[src/rtl/core/pou_pkg.sv]
package pou_pkg;

  localparam int FRAC_BITS = 16;
  localparam int EXP_INT_COUNT = 18;
  localparam int QW = 21;                 // width of an unsaturated exponent argument
  localparam int FW = FRAC_BITS + 1;      // fitness and draw width
  localparam int DIV_STAGES = QW;

  localparam logic [7:0] REG_COL_RATE = 8'd0;
  localparam logic [7:0] REG_EXT_RATE = 8'd1;
  localparam logic [7:0] REG_REG_EN   = 8'd2;

  typedef enum logic [2:0] {
    EV_EMPTY     = 3'd0,
    EV_COLONIZED = 3'd1,
    EV_SURVIVED  = 3'd2,
    EV_EXTINCT   = 3'd3,
    EV_CLEARED   = 3'd4
  } event_t;

  typedef enum logic [1:0] {
    MODE_FIXED = 2'd0,
    MODE_COL   = 2'd1,
    MODE_EXT   = 2'd2
  } mode_t;

  // One item in flight through the divider section
  typedef struct packed {
    mode_t           mode;
    event_t          ev;
    logic [FW-1:0]   draw;
    logic            sat;
    logic [QW-1:0]   xq;
    logic [FW-1:0]   rem;
    logic [FW-1:0]   fs;
  } stage_t;

  // Configuration as seen by the pipeline
  typedef struct packed {
    logic [31:0] col_rate;
    logic [31:0] ext_rate;
    logic        reg_en;
  } cfg_t;

  // exp(-n), Q24
  function automatic logic [24:0] exp_int(input logic [4:0] n);
    logic [24:0] r;
    case (n)
      5'd0:  r = 25'd16777216;
      5'd1:  r = 25'd6171993;
      5'd2:  r = 25'd2270549;
      5'd3:  r = 25'd835288;
      5'd4:  r = 25'd307285;
      5'd5:  r = 25'd113044;
      5'd6:  r = 25'd41587;
      5'd7:  r = 25'd15299;
      5'd8:  r = 25'd5628;
      5'd9:  r = 25'd2070;
      5'd10: r = 25'd762;
      5'd11: r = 25'd280;
      5'd12: r = 25'd103;
      5'd13: r = 25'd38;
      5'd14: r = 25'd14;
      5'd15: r = 25'd5;
      5'd16: r = 25'd2;
      5'd17: r = 25'd1;
      default: r = 25'd0;
    endcase
    return r;
  endfunction

  // exp(-j/16), Q24
  function automatic logic [24:0] exp_frac(input logic [4:0] j);
    logic [24:0] r;
    case (j)
      5'd0:  r = 25'd16777216;
      5'd1:  r = 25'd15760736;
      5'd2:  r = 25'd14805841;
      5'd3:  r = 25'd13908801;
      5'd4:  r = 25'd13066109;
      5'd5:  r = 25'd12274473;
      5'd6:  r = 25'd11530801;
      5'd7:  r = 25'd10832185;
      5'd8:  r = 25'd10175896;
      5'd9:  r = 25'd9559370;
      5'd10: r = 25'd8980197;
      5'd11: r = 25'd8436114;
      5'd12: r = 25'd7924996;
      5'd13: r = 25'd7444844;
      5'd14: r = 25'd6993784;
      5'd15: r = 25'd6570052;
      5'd16: r = 25'd6171993;
      default: r = 25'd0;
    endcase
    return r;
  endfunction

endpackage

[src/rtl/core/pou_div.sv]
module pou_div import pou_pkg::*; (
  input  logic   clk,
  input  logic   rst,
  input  logic   adv,
  input  logic   in_vld,
  input  stage_t in_item,
  output logic   out_vld,
  output stage_t out_item
);

  logic   vld [DIV_STAGES];
  stage_t st  [DIV_STAGES];
  stage_t nxt [DIV_STAGES];

  // One restoring quotient bit per stage
  always_comb begin
    for (int i = 0; i < DIV_STAGES; i++) begin
      stage_t src;
      logic [FW:0] r2;
      src = (i == 0) ? in_item : st[(i == 0) ? 0 : i - 1];
      r2  = {src.rem, src.xq[QW-1]};
      nxt[i] = src;
      if (src.mode == MODE_EXT) begin
        if (r2 >= {1'b0, src.fs}) begin
          nxt[i].rem = FW'(r2 - {1'b0, src.fs});
          nxt[i].xq  = {src.xq[QW-2:0], 1'b1};
        end else begin
          nxt[i].rem = r2[FW-1:0];
          nxt[i].xq  = {src.xq[QW-2:0], 1'b0};
        end
      end
    end
  end

  always_ff @(posedge clk) begin
    if (rst) begin
      for (int i = 0; i < DIV_STAGES; i++) vld[i] <= 1'b0;
    end else if (adv) begin
      vld[0] <= in_vld;
      for (int i = 1; i < DIV_STAGES; i++) vld[i] <= vld[i-1];
    end
  end

  always_ff @(posedge clk) begin
    if (adv) begin
      for (int i = 0; i < DIV_STAGES; i++) st[i] <= nxt[i];
    end
  end

  assign out_vld  = vld[DIV_STAGES-1];
  assign out_item = st[DIV_STAGES-1];

endmodule

[config.mk]
export PLATFORM = sky130hd
export DESIGN_NAME = pou_div
export DESIGN_NICKNAME = d
export VERILOG_FILES = /design/src/rtl/core/pou_pkg.sv /design/src/rtl/core/pou_div.sv
export SDC_FILE = /design/constraint.sdc
export NUM_CORES = 2
export LEC_CHECK = 0
export BUFFER_PORTS_ARGS = -buffer_cell sky130_fd_sc_hd__buf_2
export CAP_MARGIN = 0
export CORE_UTILIZATION = 46
export CTS_CLUSTER_DIAMETER = 200
export DETAILED_ROUTE_END_ITERATION = 16
export GPL_ROUTABILITY_DRIVEN = 0
export HOLD_SLACK_MARGIN = 0.05
export SETUP_SLACK_MARGIN = 0.3
export SLEW_MARGIN = 20
export SYNTH_ARGS = -nofsm -noshare
export SYNTH_HDL_FRONTEND = slang
export SYNTH_SLANG_ARGS = --single-unit
[constraint.sdc]
create_clock -name clk -period 3.9 [get_ports clk]
set_clock_uncertainty 0.05 [all_clocks]
set_input_delay 0 -clock clk [delete_from_list [all_inputs] [get_ports clk]]
set_output_delay 0 -clock clk [all_outputs]
set_load 0.05 [all_outputs]
==> results by group <==
Status
  • Status: finished, final reports clean

Critical path
  • Crit-path cells: dlygate4sd3_1, buf_2, inv_1, ha_1, inv_1, fa_1, a21oi_1, o21ai_1, a211oi_2, o211ai_1, a311oi_4, buf_4, o31ai_4, mux2i_1, o21ai_1, dlygate4sd3_1
  • RR Endpoint: st[0][565]
  • Crit path capture type: register
  • Buf/Inv on CP: 6
  • R2R depth: 14
  • Crit path DAT: approximately 4 ns
  • CP peak stage delay: 0.58 ns
  • Crit-path max FO: 10
  • Crit start category: input pin
  • Crit Path Category: input pin to register
  • Flop2flop setup slack: 0.46 ns
  • Critical R2R Launch: st[0][522]
  • Crit path max-delay family: compound AO/OA/AOI/OAI gates
  • Crit path max-delay cell type: dlygate4sd3_1
  • WP data required: 4.41 ns

Floorplanning
  • Die ar.: 175000 sq um
  • Core Area: approximately 170000 sq um
  • Row count: about 150
  • Initial Util: between 40% and 50%
  • Die width: approximately 420 microns
  • Die H: 419 microns
  • Io pins: between 150 and 200

STA
  • Final Setup Violations: 0
  • Post-route clock period utilization: 89.7%
  • Slew @ Worst Pin: around 1.2 ns
  • Max_slew headroom: ~17%
  • Final hold viol count: 0
  • Post-route setup slack: 0.403 ns
  • F_max: roughly 290 MHz
  • Setup TNS: 0 ns
  • Period minus WS final: 3.50 ns
  • Unrepaired setup endpoints after global routing: yes
  • Slew Viols, Final: 0

Global route
  • Vias in the first global route: 48500
  • Largest net degree at the start of global routing: 135
  • First-pass GRT wire length: around 250000 microns
  • Remaining Overflow, GRT: 0
  • GRT Resource Usage Total: a little under a fifth
  • Initial antenna violation count: 2

Synth
  • Compound-Gate Fraction of Synth Area: roughly a tenth
  • Synthesized net count: between 7000 and 8000
  • Ys Warns: 0
  • Post-Synth Adder-Cell Area: between 6 and 7%
  • Seq/Total Area, Yosys: between 60 and 70%
  • Cell with the most instances after synthesis: edfxtp_1
  • Largest cells by area after synthesis: edfxtp_1, nand2_1, ha_1
  • Post-Syn Instances: 6658
  • Share of flip-flops with an asynchronous set or reset: 0%
  • Synth top cells by count: edfxtp_1, nand2_1, inv_1
  • Post-synthesis simple-gate area fraction: between 10% and 20%
  • Post-synthesis mux area share: under 10%
  • Netlist Area Pre-Place: around 80000 sq um
  • XOR/XNOR share of the synthesized area: roughly 3.2%
  • Main flop type after synthesis: edfxtp_1
  • Main combinational cell family by area after synthesis: simple AND/OR/NAND/NOR gates
  • Area leader, netlist: edfxtp_1
  • Synth Register Bits: 1659
  • Synthesized area per cell: around 12 sq um
  • Distinct cells, synth: 85
  • Top-area cell type share of the netlist area: just over 60%
  • Post-synth EDFFs: about 1700

Placement
  • DP HPWL: 111000 microns
  • Port Buffer Count: 160
  • Dpl ws: 0.253 ns

Worst hold path
  • Hold Crit Endpoint: st[0][32]
  • WHS Path Cells: 5
  • Hold_sp: in_item[31]
  • Hold WC Path Type: input pin to register

Finish
  • FILL cells: 14500
  • Area grow syn2layout: 14.1%
  • Share of layout cells above drive strength 1: about a tenth
  • Fin nets: 7456

Flow run
  • # Max-Cap Violations: 0

Clocking
  • Num CTS Buffers: roughly 180
  • CTS tree: built
  • Clock Path Buffers: 3
  • Worst-Skew Late Latency: about 0.82 ns
  • Root Driver: clkbuf_16
  • Clock sinks: between 1500 and 2000
  • CTS clock-pin slew for the worst setup and hold paths: 0.05 ns
  • CTS H-tree depth: 4

Power
  • Static leakage: 37.3 nW
  • Power density over the cells: just over 500 nW/um^2
  • Maximum VDD drop: approximately 470 uV
  • Total power: between 40 and 50 mW

Route
  • WL/cell: about 17 microns
  • Post-route ant nets: 0
  • Iter 0 DRT Violations: 3623
  • Vias per cell: 5.22
  • Pre-antenna DRT Iters: 7
  • Via count: 49300
  • DRC: 0
  • Total routed wirelength: between 150000 and 200000 microns
==> cells in the final DEF (no fill, tap or decap), drive strengths merged, types with 12 or more instances in the layout <==
master       count
edfxtp        1659
nand2         1388
o21ai          510
inv            473
ha             357
a21oi          306
buf            267
mux2i          224
clkbuf         219
nor2           214
xnor2          182
dlygate4sd3    181
a21o           144
mux2           126
xor2           107
clkinv          81
nor3            63
nor2b           60
nand4           48
nand2b          45
nand3           41
a31oi           39
o21a            35
o21bai          34
and2            28
o31ai           26
o211ai          21
fa              21
a211oi          18
and3            15
bufinv          14
or2             14
a2111oi         14
a221oi          12
==> registers in the layout (all words and copies together) (netlist names) <==
register,count
st,1638
vld,21
==> timing repair <==
item	CTS	global route
hold endpoints to repair	540	0
cloned	2	1
setup buffers	0	5
endpoints found under the setup margin	19	224
gates resized for setup	5	32
hold buffers	181	0
pin swaps	2	9
==> cell type report <==
| type | count | area, sq um | share of cell area [%] |
|---|---|---|---|
| sequential | 1659 | 49800 | 54.6 |
| timing repair buffer | 448 | 3740 | 4.10 |
| tap | 2310 | 2890 | 3.17 |
| clock inverter | 104 | 1020 | 1.12 |
| antenna | 1 | 2.50 | 0.00274 |
| multi-input combinational | 4241 | 27300 | 30.0 |
| clock buffer | 219 | 4630 | 5.08 |
| inverter | 468 | 1760 | 1.93 |
==> power by group <==
group	switching (mW)	internal, mW
combinational	4.71	3.48
clock	6.89	9.39
sequential	0.905	21.4
total	12.5	34.3
==> tightest hold or removal path, delay by kind of cell <==
kind	cells	cell delay [ns]
muxes	1	0.12
buffers and inverters	3	0.72
AOI/OAI and AO/OA	1	0.06
==> worst max path at each step <==
stage	startpoint	to	slack, ns	cells past startpoint
floorplan	st[2][210]	st[2][251]	0.56	14
global placement	st[2][210]	st[2][251]	0.29	14
detailed placement	st[0][210]	st[0][264]	0.25	14
CTS	st[2][210]	st[2][251]	0.27	14
global route	st[0][522]	st[0][564]	0.25	13
finish	in_item[54]	st[0][27]	0.40	16
==> logic make-up (layout without fill, tap and decap cells) <==
logic type | after synthesis | in the layout
flip-flops | 1659 | 1659
AND/OR/NAND/NOR | 1958 | 1958
multiplexers | 350 | 350
XOR/XNOR | 289 | 289
buffers and inverters | 761 | 1239
other | 0 | 1
AO/OA/AOI/OAI | 1263 | 1266
adder cells (fa/ha/maj) | 378 | 378
==> metal layers <==
metal | GRT usage (%) | up-vias | wire [microns]
li1 | - | 24500 | -
met2 | 31.1 | 988 | 77400
met5 | 0 | - | 0
met4 | 5.66 | 0 | 4330
met1 | 22.8 | 23500 | 69200
met3 | 3.29 | 295 | 6850
==> per-stage QoR <==
step / cells / instance area [sq um] / hold WS, ns / utilization [%]
4_1_cts: 9439 / 90800 / 0.133 / 52.8
5_1_grt: 9450 / 91200 / 0.204 / 53.0
3_5_place_dp: 8933 / 83300 / 0.128 / 48.4
3_3_place_gp: 8932 / 83300 / 0.126 / 48.4
2_1_floorplan: 6658 / 79900 / 0.0489 / -
6_report: 9450 / 91200 / 0.207 / 53.0
Power figures use the tool's default switching activity.
