File: src/rtl/core/pou_pkg.sv
package pou_pkg;

  localparam int FRAC_BITS = 16;
  localparam int EXP_INT_COUNT = 18;
  localparam int QW = 21;                 // width of an unsaturated exponent argument
  localparam int FW = FRAC_BITS + 1;      // fitness and draw width
  localparam int DIV_STAGES = QW;

  localparam logic [7:0] REG_COL_RATE = 8'd0;
  localparam logic [7:0] REG_EXT_RATE = 8'd1;
  localparam logic [7:0] REG_REG_EN   = 8'd2;

  typedef enum logic [2:0] {
    EV_EMPTY     = 3'd0,
    EV_COLONIZED = 3'd1,
    EV_SURVIVED  = 3'd2,
    EV_EXTINCT   = 3'd3,
    EV_CLEARED   = 3'd4
  } event_t;

  typedef enum logic [1:0] {
    MODE_FIXED = 2'd0,
    MODE_COL   = 2'd1,
    MODE_EXT   = 2'd2
  } mode_t;

  // One item in flight through the divider section
  typedef struct packed {
    mode_t           mode;
    event_t          ev;
    logic [FW-1:0]   draw;
    logic            sat;
    logic [QW-1:0]   xq;
    logic [FW-1:0]   rem;
    logic [FW-1:0]   fs;
  } stage_t;

  // Configuration as seen by the pipeline
  typedef struct packed {
    logic [31:0] col_rate;
    logic [31:0] ext_rate;
    logic        reg_en;
  } cfg_t;

  // exp(-n), Q24
  function automatic logic [24:0] exp_int(input logic [4:0] n);
    logic [24:0] r;
    case (n)
      5'd0:  r = 25'd16777216;
      5'd1:  r = 25'd6171993;
      5'd2:  r = 25'd2270549;
      5'd3:  r = 25'd835288;
      5'd4:  r = 25'd307285;
      5'd5:  r = 25'd113044;
      5'd6:  r = 25'd41587;
      5'd7:  r = 25'd15299;
      5'd8:  r = 25'd5628;
      5'd9:  r = 25'd2070;
      5'd10: r = 25'd762;
      5'd11: r = 25'd280;
      5'd12: r = 25'd103;
      5'd13: r = 25'd38;
      5'd14: r = 25'd14;
      5'd15: r = 25'd5;
      5'd16: r = 25'd2;
      5'd17: r = 25'd1;
      default: r = 25'd0;
    endcase
    return r;
  endfunction

  // exp(-j/16), Q24
  function automatic logic [24:0] exp_frac(input logic [4:0] j);
    logic [24:0] r;
    case (j)
      5'd0:  r = 25'd16777216;
      5'd1:  r = 25'd15760736;
      5'd2:  r = 25'd14805841;
      5'd3:  r = 25'd13908801;
      5'd4:  r = 25'd13066109;
      5'd5:  r = 25'd12274473;
      5'd6:  r = 25'd11530801;
      5'd7:  r = 25'd10832185;
      5'd8:  r = 25'd10175896;
      5'd9:  r = 25'd9559370;
      5'd10: r = 25'd8980197;
      5'd11: r = 25'd8436114;
      5'd12: r = 25'd7924996;
      5'd13: r = 25'd7444844;
      5'd14: r = 25'd6993784;
      5'd15: r = 25'd6570052;
      5'd16: r = 25'd6171993;
      default: r = 25'd0;
    endcase
    return r;
  endfunction

endpackage

File: src/rtl/core/pou_front.sv
module pou_front import pou_pkg::*; (
  input  logic                clk,
  input  logic                rst,
  input  logic                adv,
  input  cfg_t                cfg,
  input  logic                in_vld,
  input  logic                occupied,
  input  logic [FW-1:0]       fitness,
  input  logic signed [31:0]  connectivity,
  input  logic [FW-1:0]       uniform_draw,
  input  logic signed [31:0]  regional_factor,
  output logic                out_vld,
  output stage_t              out_item
);

  logic          v1;
  mode_t         mode1;
  event_t        ev1;
  logic [FW-1:0] draw1;
  logic [62:0]   cprod;
  logic [FW-1:0] fs1;

  mode_t         mode_d;
  event_t        ev_d;
  logic          scaled;
  logic [30:0]   s_pos;
  logic [32:0]   fsmul;
  logic [FW-1:0] fs_d;

  stage_t        item_d;
  logic [26:0]   rem0;

  // Classify the patch and scale fitness
  always_comb begin
    scaled = cfg.reg_en && (regional_factor < 32'sd65536);
    s_pos  = connectivity[31] ? 31'd0 : connectivity[30:0];
    fsmul  = fitness * regional_factor[15:0];
    fs_d   = scaled ? fsmul[32:16] : fitness;
    mode_d = MODE_EXT;
    ev_d   = EV_SURVIVED;
    if (fitness == '0) begin
      mode_d = MODE_FIXED;
      ev_d   = EV_CLEARED;
    end else if (!occupied) begin
      mode_d = MODE_COL;
      ev_d   = EV_EMPTY;
    end else if (scaled && regional_factor <= 32'sd0) begin
      mode_d = MODE_FIXED;
      ev_d   = EV_EXTINCT;
    end
  end

  always_ff @(posedge clk) begin
    if (rst) begin
      v1 <= 1'b0;
    end else if (adv) begin
      v1 <= in_vld;
    end
  end

  always_ff @(posedge clk) begin
    if (adv) begin
      mode1 <= mode_d;
      ev1   <= ev_d;
      draw1 <= uniform_draw;
      cprod <= cfg.col_rate * s_pos;
      fs1   <= fs_d;
    end
  end

  // Form exponent argument or set up the divider
  always_comb begin
    rem0        = cfg.ext_rate[31:5];
    item_d.mode = mode1;
    item_d.ev   = ev1;
    item_d.draw = draw1;
    item_d.fs   = fs1;
    item_d.sat  = 1'b0;
    item_d.xq   = '0;
    item_d.rem  = '0;
    case (mode1)
      MODE_COL: begin
        item_d.sat = cprod[62:32] >= 31'(EXP_INT_COUNT);
        item_d.xq  = cprod[36:16];
      end
      MODE_EXT: begin
        if (fs1 == '0) begin
          item_d.mode = MODE_FIXED;
          item_d.ev   = EV_EXTINCT;
        end
        item_d.sat = rem0 >= {10'd0, fs1};
        item_d.rem = rem0[FW-1:0];
        item_d.xq  = {cfg.ext_rate[4:0], 16'd0};
      end
      default: begin
        item_d.xq = '0;
      end
    endcase
  end

  always_ff @(posedge clk) begin
    if (rst) begin
      out_vld <= 1'b0;
    end else if (adv) begin
      out_vld <= v1;
    end
  end

  always_ff @(posedge clk) begin
    if (adv) begin
      out_item <= item_d;
    end
  end

endmodule

File: config.mk
export PLATFORM = sky130hd
export DESIGN_NAME = pou_front
export DESIGN_NICKNAME = d
export VERILOG_FILES = /design/src/rtl/core/pou_pkg.sv /design/src/rtl/core/pou_front.sv
export SDC_FILE = /design/constraint.sdc
export NUM_CORES = 2
export LEC_CHECK = 0
export ABC_CLOCK_PERIOD_IN_PS = 9700
export BUFFER_PORTS_ARGS = -buffer_cell sky130_fd_sc_hd__buf_2
export CORE_MARGIN = 8
export CORE_UTILIZATION = 55
export DETAILED_ROUTE_END_ITERATION = 10
export PLACE_DENSITY = 0.87
export REMOVE_ABC_BUFFERS = 1
export SLEW_MARGIN = 20
export SYNTH_ARGS = -nofsm -noshare
export SYNTH_HDL_FRONTEND = slang
export SYNTH_SLANG_ARGS = --single-unit
File: constraint.sdc
create_clock -name clk -period 9.7 [get_ports clk]
set_clock_uncertainty 0.2 [all_clocks]
set_input_delay 1.94 -clock clk [delete_from_list [all_inputs] [get_ports clk]]
set_output_delay 1.94 -clock clk [all_outputs]
set_load 0.02 [all_outputs]
==> impl_metrics.env <==
export IMPL_hp_class="reg2reg"
export IMPL_crit_slowest_cell="fa_1"
export IMPL_crit_path_max_incr_delay_ps=580
export IMPL_dp_cells=6181
export IMPL_die_h_um=306.9
export IMPL_status="completed"
export IMPL_final_setup_viol_count=0
export IMPL_wl_per_cell_um=19.37
export IMPL_drc_errors=0
export IMPL_cts_hold_buf=0
export IMPL_m1WireLength_um=43010
export IMPL_rows=106
export IMPL_io_pins=247
export IMPL_cts_setup_buffers=0
export IMPL_r2r_cells=11
export IMPL_crit_fanout=10
export IMPL_vias=34590
export IMPL_track_usage=0.2630
export IMPL_clk_latency_ps=470
export IMPL_grt_start_max_net_pins=105
export IMPL_cts_sinks=166
export IMPL_path_clk_slew_ps=80
export IMPL_finalHoldViolCount=0
export IMPL_io_buffer_count=246
export IMPL_core_area_um2=83690
export IMPL_cts_buffers=17
export IMPL_dr_wl_met3_um=10550
export IMPL_synth_top_area_cell="fa_1"
export IMPL_drtPass1Iterations=5
export IMPL_layout_drive_gt1_share=0.1045
export IMPL_multiInputGateArea_um2=36610
export IMPL_yosysSeqAreaShare=0.1067
export IMPL_syn_inst=4874
export IMPL_maxUsedRoutingLayer="met5"
export IMPL_drtIter0Drc=2596
export IMPL_root_buffer="clkbuf_16"
export IMPL_fin_crit_sh=0.9727
export IMPL_layout_min_cycle_time_ps=9435
export IMPL_ys_ff_latch=166
export IMPL_area_growth_pct=8.798
export IMPL_cap_viol_max_count=0
export IMPL_crit_path_start_kind="input port"
export IMPL_final_cell_mix="fa_1 (1072), inv_1 (1070), nand2_1 (715), and2_1 (651), ha_1 (373)"
export IMPL_antenna_found_initial=14
export IMPL_end_kind="flop"
export IMPL_dieArea_um2=94190
export IMPL_wl_um=120600
export IMPL_cp_depth=26
export IMPL_drtAntennaViolNets=0
export IMPL_whs_ps=220.0
export IMPL_wl_met2_um=61040
export IMPL_start_util=0.5562
export IMPL_synth_area_um2=46550
export IMPL_critical_path_class="in2reg"
export IMPL_synth_warnings=0
export IMPL_final_nets=6680
export IMPL_required_ps=9790
export IMPL_grt_pass1_vias=38820
export IMPL_worstMarginPinSlew_ps=1063
export IMPL_grt_overflow_total=0
export IMPL_crit_buf_inv=8
export IMPL_cts_buffer_depth=2
export IMPL_crit_start="connectivity[31]"
export IMPL_synth_top_cell_area_share=0.4611
export IMPL_via_per_inst=5.558
export IMPL_max_freq_mhz=106.0
export IMPL_grt_pass1_wl_um=199300
export IMPL_final_common_cell="fa_1"
export IMPL_cts_tree="yes"
export IMPL_cpMostUsedCell="fa_1"
export IMPL_htree_levels=4
export IMPL_synth_distinct_cells=77
export IMPL_rsz0062_at_grt="false"
export IMPL_synth_edf_count=164
export IMPL_holdPathStages=0
export IMPL_dpl_hpwl_um=101700
export IMPL_seq_area_um2=4965
export IMPL_cp_top_family="adder cells"
export IMPL_syn_avg_cell_area_um2=9.550
export IMPL_rr_startpoint="fs1[1]"
export IMPL_drv_slew=0
export IMPL_synthTopCellsByArea="fa_1 (46%), edfxtp_1 (11%), ha_1 (10%), and2_1 (8.7%), inv_1 (8.6%)"
export IMPL_min_from="draw1[14]"
export IMPL_synthFlopType="edfxtp_1"
export IMPL_final_cells=6223
export IMPL_fp_dieW_um=306.9
export IMPL_fill_cells=6428
export IMPL_async_reset_ff_frac=0
export IMPL_worstPathArrival_ps=9520
export IMPL_place_congestion=0.9844
export IMPL_relSlewSlack=0.2912
==> cells in the mapped netlist (7+ instances only) <==
master	instances
a22oi_1	7
clkbuf_1	259
ha_1	374
a211oi_1	7
o21bai_1	15
and2_1	651
nand3_1	24
xor2_1	25
inv_1	1070
nor3_1	17
xnor2_1	35
a21o_1	37
a21oi_1	81
edfxtp_1	164
nor2_1	56
nand4_1	28
nand2_1	715
o21ai_0	46
o21a_1	11
nor4_1	25
nor2b_1	40
fa_1	1072
==> layer usage <==
metal  track usage  up-vias
li1              -    14840
met1        0.3194    17550
met2        0.4547     1761
met3       0.04982      429
met4        0.1195        8
met5             0        -
==> flip-flops by register name (all words and copies together), names as in the netlist <==
| register | flops |
|---|---|
| mode1 | 2 |
| cprod | 47 |
| out_item | 78 |
| v1 | 1 |
| fs1 | 17 |
| out_vld | 1 |
| ev1 | 3 |
| draw1 | 17 |
==> final cells by class <==
class	instances	share of cell area
multi-input combinational	3369	0.7229
clock inverter	15	0.003607
clock buffer	17	0.008400
sequential	166	0.09804
timing repair buffer	442	0.05925
antenna	10	0.0004941
tap	1134	0.02802
inverter	1070	0.07931
==> timing repair <==
action                                  4_1_cts  5_1_grt
endpoints found under the setup margin        0        4
hold endpoints to repair                      0        0
resized for setup                             0        4
==> per-stage QoR <==
| stage | setup WS, ps | util | area [um2] | TNS, ps |
|---|---|---|---|---|
| floorplan | -68.87 | - | 45500 | -176.7 |
| global placement | -13.19 | 0.5975 | 50000 | -21.61 |
| detailed placement | -182.5 | 0.5975 | 50000 | -1002 |
| CTS | 298.9 | 0.6047 | 50610 | 0 |
| global route | 8.033 | 0.6050 | 50630 | 0 |
| finish | 264.8 | 0.6051 | 50640 | 0 |
==> path summary, 6_finish.rpt <==
kind                                     end  slack, ps
worst min register to register  out_item[70]        220
worst max-delay path               cprod[57]        260
worst min-delay path            out_item[70]        220
worst max register to register  out_item[55]       6700
==> cell families after synthesis <==
| kind of cell | Yosys count | share of synthesized area |
|---|---|---|
| adder cells (fa/ha/maj) | 1446 | 0.5616 |
| buffers and inverters | 1339 | 0.1087 |
| multiplexers | 5 | 0.001075 |
| XOR/XNOR | 60 | 0.01129 |
| flip-flops | 166 | 0.1067 |
| AND/OR/NAND/NOR | 1592 | 0.1724 |
| AO/OA/AOI/OAI | 266 | 0.03828 |
Power is not shown: default switching activity piles up to over one toggle a cycle in this logic, so the estimate is an artifact.
