$ cat config.mk
export PLATFORM = sky130hd
export DESIGN_NAME = pou_exp
export DESIGN_NICKNAME = d
export VERILOG_FILES = /design/src/rtl/core/pou_pkg.sv /design/src/rtl/core/pou_exp.sv
export SDC_FILE = /design/constraint.sdc
export NUM_CORES = 2
export LEC_CHECK = 0
export BUFFER_PORTS_ARGS = -buffer_cell sky130_fd_sc_hd__buf_2
export CORE_MARGIN = 3
export CORE_UTILIZATION = 71
export DETAILED_ROUTE_END_ITERATION = 8
export PLACE_DENSITY = 0.89
export RECOVER_POWER = 100
export SETUP_SLACK_MARGIN = 0.15
export SYNTH_ARGS = -nofsm -noshare
export SYNTH_HDL_FRONTEND = slang
export SYNTH_SLANG_ARGS = --single-unit
$ cat constraint.sdc
create_clock -name clk -period 28.1 [get_ports clk]
set_clock_uncertainty 0.15 [all_clocks]
set_input_delay 5.62 -clock clk [delete_from_list [all_inputs] [get_ports clk]]
set_output_delay 5.62 -clock clk [all_outputs]
set_load 0.05 [all_outputs]
$ cat src/rtl/core/pou_pkg.sv
package pou_pkg;

  localparam int FRAC_BITS = 16;
  localparam int EXP_INT_COUNT = 18;
  localparam int QW = 21;                 // width of an unsaturated exponent argument
  localparam int FW = FRAC_BITS + 1;      // fitness and draw width
  localparam int DIV_STAGES = QW;

  localparam logic [7:0] REG_COL_RATE = 8'd0;
  localparam logic [7:0] REG_EXT_RATE = 8'd1;
  localparam logic [7:0] REG_REG_EN   = 8'd2;

  typedef enum logic [2:0] {
    EV_EMPTY     = 3'd0,
    EV_COLONIZED = 3'd1,
    EV_SURVIVED  = 3'd2,
    EV_EXTINCT   = 3'd3,
    EV_CLEARED   = 3'd4
  } event_t;

  typedef enum logic [1:0] {
    MODE_FIXED = 2'd0,
    MODE_COL   = 2'd1,
    MODE_EXT   = 2'd2
  } mode_t;

  // One item in flight through the divider section
  typedef struct packed {
    mode_t           mode;
    event_t          ev;
    logic [FW-1:0]   draw;
    logic            sat;
    logic [QW-1:0]   xq;
    logic [FW-1:0]   rem;
    logic [FW-1:0]   fs;
  } stage_t;

  // Configuration as seen by the pipeline
  typedef struct packed {
    logic [31:0] col_rate;
    logic [31:0] ext_rate;
    logic        reg_en;
  } cfg_t;

  // exp(-n), Q24
  function automatic logic [24:0] exp_int(input logic [4:0] n);
    logic [24:0] r;
    case (n)
      5'd0:  r = 25'd16777216;
      5'd1:  r = 25'd6171993;
      5'd2:  r = 25'd2270549;
      5'd3:  r = 25'd835288;
      5'd4:  r = 25'd307285;
      5'd5:  r = 25'd113044;
      5'd6:  r = 25'd41587;
      5'd7:  r = 25'd15299;
      5'd8:  r = 25'd5628;
      5'd9:  r = 25'd2070;
      5'd10: r = 25'd762;
      5'd11: r = 25'd280;
      5'd12: r = 25'd103;
      5'd13: r = 25'd38;
      5'd14: r = 25'd14;
      5'd15: r = 25'd5;
      5'd16: r = 25'd2;
      5'd17: r = 25'd1;
      default: r = 25'd0;
    endcase
    return r;
  endfunction

  // exp(-j/16), Q24
  function automatic logic [24:0] exp_frac(input logic [4:0] j);
    logic [24:0] r;
    case (j)
      5'd0:  r = 25'd16777216;
      5'd1:  r = 25'd15760736;
      5'd2:  r = 25'd14805841;
      5'd3:  r = 25'd13908801;
      5'd4:  r = 25'd13066109;
      5'd5:  r = 25'd12274473;
      5'd6:  r = 25'd11530801;
      5'd7:  r = 25'd10832185;
      5'd8:  r = 25'd10175896;
      5'd9:  r = 25'd9559370;
      5'd10: r = 25'd8980197;
      5'd11: r = 25'd8436114;
      5'd12: r = 25'd7924996;
      5'd13: r = 25'd7444844;
      5'd14: r = 25'd6993784;
      5'd15: r = 25'd6570052;
      5'd16: r = 25'd6171993;
      default: r = 25'd0;
    endcase
    return r;
  endfunction

endpackage

$ cat src/rtl/core/pou_exp.sv
module pou_exp import pou_pkg::*; (
  input  logic   clk,
  input  logic   rst,
  input  logic   adv,
  input  logic   in_vld,
  input  stage_t in_item,
  output logic   out_vld,
  output logic   new_occupied,
  output event_t event_res
);

  logic          va, vb, vc;
  mode_t         ma, mb, mc;
  event_t        ea, eb, ec;
  logic [FW-1:0] da, db, dc;
  logic          sa, sb, sc;
  logic [4:0]    na, nb;
  logic [24:0]   ta, vb_val;
  logic [31:0]   pa;
  logic [49:0]   yc;

  logic [4:0]    n_d;
  logic [24:0]   tj, tj1;
  logic [19:0]   diff;
  logic [FW-1:0] expv;
  logic [FW:0]   prob;
  logic          hit;
  event_t        ev_d;

  always_comb begin
    n_d  = in_item.xq[QW-1:16];
    tj   = exp_frac({1'b0, in_item.xq[15:12]});
    tj1  = exp_frac(5'({1'b0, in_item.xq[15:12]} + 5'd1));
    diff = 20'(tj - tj1);
  end

  always_ff @(posedge clk) begin
    if (rst) begin
      va <= 1'b0;
      vb <= 1'b0;
      vc <= 1'b0;
      out_vld <= 1'b0;
    end else if (adv) begin
      va <= in_vld;
      vb <= va;
      vc <= vb;
      out_vld <= vc;
    end
  end

  // Interpolate segment, then scale by the integer part
  always_ff @(posedge clk) begin
    if (adv) begin
      ma <= in_item.mode;
      ea <= in_item.ev;
      da <= in_item.draw;
      sa <= in_item.sat || (n_d >= 5'(EXP_INT_COUNT));
      na <= n_d;
      ta <= tj;
      pa <= diff * in_item.xq[11:0];

      mb <= ma;
      eb <= ea;
      db <= da;
      sb <= sa;
      nb <= na;
      vb_val <= ta - 25'(pa[31:12]);

      mc <= mb;
      ec <= eb;
      dc <= db;
      sc <= sb;
      yc <= exp_int(nb) * vb_val;

      event_res    <= ev_d;
      new_occupied <= (ev_d == EV_COLONIZED) || (ev_d == EV_SURVIVED);
    end
  end

  // Compare the draw against 1 - exp(-x)
  always_comb begin
    expv = sc ? '0 : yc[48:32];
    prob = (FW+1)'(1 << FRAC_BITS) - {1'b0, expv};
    hit  = {1'b0, dc} < prob;
    case (mc)
      MODE_COL: ev_d = hit ? EV_COLONIZED : EV_EMPTY;
      MODE_EXT: ev_d = hit ? EV_EXTINCT : EV_SURVIVED;
      default:  ev_d = ec;
    endcase
  end

endmodule

==> metrics.md <==
| Metric | Value |
|---|---|
| Multiplexer area fraction after synthesis | less than 1% |
| Netlist cell types | between 80 and 90 |
| Share of layout cells above drive strength 1 | under 10% |
| Hold Violations, Final | 0 |
| Crit Path Class | in -> reg |
| Largest net degree at the start of global routing | 83 |
| RR Startpoint | vb_val[7] |
| Crit path from | in_item[49] |
| EDFF count, synth | 170 |
| WP buf/inv | 5 |
| Clk_lat worst skew | around 460 ps |
| Clock root buffer | clkbuf_16 |
| Clock transition at path regs | approximately 90 ps |
| TNS Setup | 0 ps |
| DR iter-0 viols | about 3000 |
| Max-Cap Viols | 4 |
| Largest family of logic cells by synthesized area | adder cells |
| RSZ-0062 raised after global routing | false |
| Post-Synth XOR/XNOR Area | 1.83% |
| WL final | ~96000 um |
| CP top delay family | compound AO/OA/AOI/OAI gates |
| Core area | slightly above 50000 um^2 |
| Cts hold-fix bufs | 0 |
| Synth Cell Area | 37200 um^2 |
| Syn Inst Count | approximately 4000 |
| Post-Syn Nets | roughly 5100 |
| Routability Congestion | 0.936 |
| Reg2Reg Setup Slack | 19520 ps |
| DR vias/cell | 6.27 |
| Final critical-path share of the clock period | roughly three fifths |
| Port Buf Inserts | 52 |
| Failing checks | capacitance limit, slew limit |
| Async S/R FF share, synth | 0% |
| Hold path startpoint | eb[1] |
| CTS tree | yes |
| Complex-gate fraction of the synthesized area | under 10% |
| Crit path max-delay cell type | clkbuf_1 |
| CP required | 28160 ps |
| TritonCTS buffer count | 17 |
| Num rows | 83 |
| #FFs+latches synth | between 150 and 200 |
| Hold Crit Class | reg -> reg |
| Startpoint types | primary input |
| Post-CTS setup buffers | 0 |
| Critical Path Fanout Max | 43 |
| Hpwl dp | 69000 um |
| Multi-input gate area | around 28000 um^2 |
| Total Routing Usage GR | between 30% and 40% |
| Post-route DRC violation count | 0 |
| Worst Setup End Kind | flop |
| CP Capture Point | pa[26] |
| Pin slew with the least headroom to its limit | 4200 ps |
| Ys flop type | edfxtp_1 |
| WP depth | 35 |
| Commonest cells after routing, fill and taps aside | 806 x inv_1, 656 x fa_1, 543 x nand2_1, 356 x ha_1, 296 x and2_1 |
| First-pass GRT wire length | around 160000 um |
| Fillcell total | between 3000 and 4000 |
| Effective utilization at floorplan | between 70% and 80% |
| Reg2reg end | yc[39] |
| Pre-Repair DR Iteration Count | 6 |
| Clk buf depth | 2 |
| Slew Limit Headroom | -180% |
| Area Growth Syn to Fin | 3.38% |
| H-tree depth | 4 |
| Clk sinks | roughly 200 |
| Adder-Cell Fraction of Synth Area | roughly 47% |
| Crit path DAT | 17380 ps |
| Nets | ~5000 |
| Status | finished with violations |
| Synthesis Warnings | 0 |
| CTS resizes | 0 |
| Top-Level Pins | 87 |
| Worst Reg2Reg Path Length in Cells | 21 |
| Initial antenna violation count | 4 |
| Largest stage delay on the critical path | 1280 ps |
| Antenna Violating Nets Remaining | 0 |
| Final worst path period need | approximately 17000 ps |
| Per-cell routed wire length | 20.6 um |
| Die Area | roughly 55000 um^2 |
| # setup viols final | 0 |
| Most used cell, CP | fa_1 |
| Sequential cell area fraction in the yosys report | between 10% and 20% |
| Register area | 5630 um^2 |
| Simple-gate share of the synthesized area | around 17% |
| GR Overflow Total | 0 |
| Vias in the first global route | around 31000 |
| Die height | around 230 um |
| Final Max Slew Viols | 230 |
| Via count | roughly 29000 |
| Peak Freq | 57.7 MHz |
| Die W | between 200 and 250 um |
| Synthesized area per cell | between 9 and 10 um^2 |
| Commonest non-fill, non-tap cell in the layout | inv_1 |
==> synthesized netlist by cell type, types with 6 or more instances <==
cell	n	area share, %
a31oi_1	34	0.57
dfxtp_1	26	1.4
nand3_1	57	0.77
mux2_2	14	0.42
o21ai_0	77	1.0
nand2_1	543	5.5
or2_2	7	0.12
or4_1	12	0.24
and3_1	10	0.17
fa_1	656	35
o311ai_0	12	0.28
o22ai_1	6	0.10
clkbuf_1	186	1.9
o21bai_1	16	0.32
nand2b_1	39	0.66
buf_1	8	0.081
xnor2_1	55	1.3
buf_2	17	0.23
and4_1	6	0.14
nor2_1	148	1.5
nand4_1	45	0.76
xor2_1	19	0.45
or3_1	10	0.17
and2_1	299	5.0
a211oi_1	15	0.30
inv_1	806	8.1
a21o_1	40	0.81
mux2i_1	16	0.43
edfxtp_1	170	14
a21oi_1	104	1.4
nor2b_1	21	0.35
o221ai_1	13	0.31
o41ai_1	9	0.21
nor3_1	59	0.79
a21boi_0	6	0.12
o32ai_1	8	0.19
ha_1	356	12
o21a_1	16	0.32
o211ai_1	6	0.12
==> metrics by stage <==
| stage | area (um^2) | util, % | std cells | worst slack [ps] | hold slack (ps) |
|---|---|---|---|---|---|
| 2_1_floorplan | 37200 | - | 4037 | 13800 | 250 |
| 3_3_place_gp | 37900 | 73.5 | 4611 | 11970 | 251 |
| 3_5_place_dp | 37900 | 73.5 | 4611 | 11900 | 255 |
| 4_1_cts | 38500 | 74.7 | 4643 | 12360 | 266 |
| 5_1_grt | 38400 | 74.6 | 4645 | 10010 | 270 |
| 6_report | 38400 | 74.6 | 4646 | 10780 | 261 |
==> layer usage <==
metal | GRT usage, % | share of wire [%]
met1 | 44.1 | 35
met4 | 19.5 | 6.7
met3 | 7.41 | 11
met2 | 57.9 | 48
met5 | 0 | 0.014
==> worst min path at each step <==
stage,cells past startpoint,endpoint,slack (ps)
2_1_floorplan,0,db[0],250
3_3_place_gp,0,db[0],250
3_5_place_dp,0,db[10],250
4_1_cts,0,ec[1],270
5_1_grt,0,dc[11],270
6_report,0,ec[1],260
==> worst reg2reg max path, stage by stage (launching register included) <==
cell and delay (ps):
edfxtp_1 1240, nand2_1 240, fa_1 550, fa_1 520
inv_1 50, fa_1 470, inv_1 60, fa_1 510
fa_1 470, fa_1 530, inv_1 50, fa_1 470
ha_1 360, a21o_1 210, a21o_1 170, a21oi_1 170
o21ai_0 180, a2111oi_0 1170, and3_1 340, o31ai_1 110
a21oi_1 200, xnor2_1 100
==> cell type report <==
type | count | share of cell area (%)
inverters | 808 | 7.90
repair buffers | 106 | 1.68
diodes | 3 | 0.0195
flip-flops and latches | 196 | 14.6
well taps | 680 | 2.22
clock buffers | 17 | 1.11
multi-input cells | 2821 | 72.0
clock inverters | 15 | 0.469
==> kinds of logic after synthesis <==
logic type / Yosys count
AOI/OAI and AO/OA: 420
muxes: 31
adders and majority gates: 1012
DFF: 196
and+or+nand+nor: 1282
buffers and inverters: 1020
xor gates and xnor gates: 76
Power is left out: the tool's default activity adds up to more than one toggle a clock period on the data nets, which glitch-free logic cannot reach.
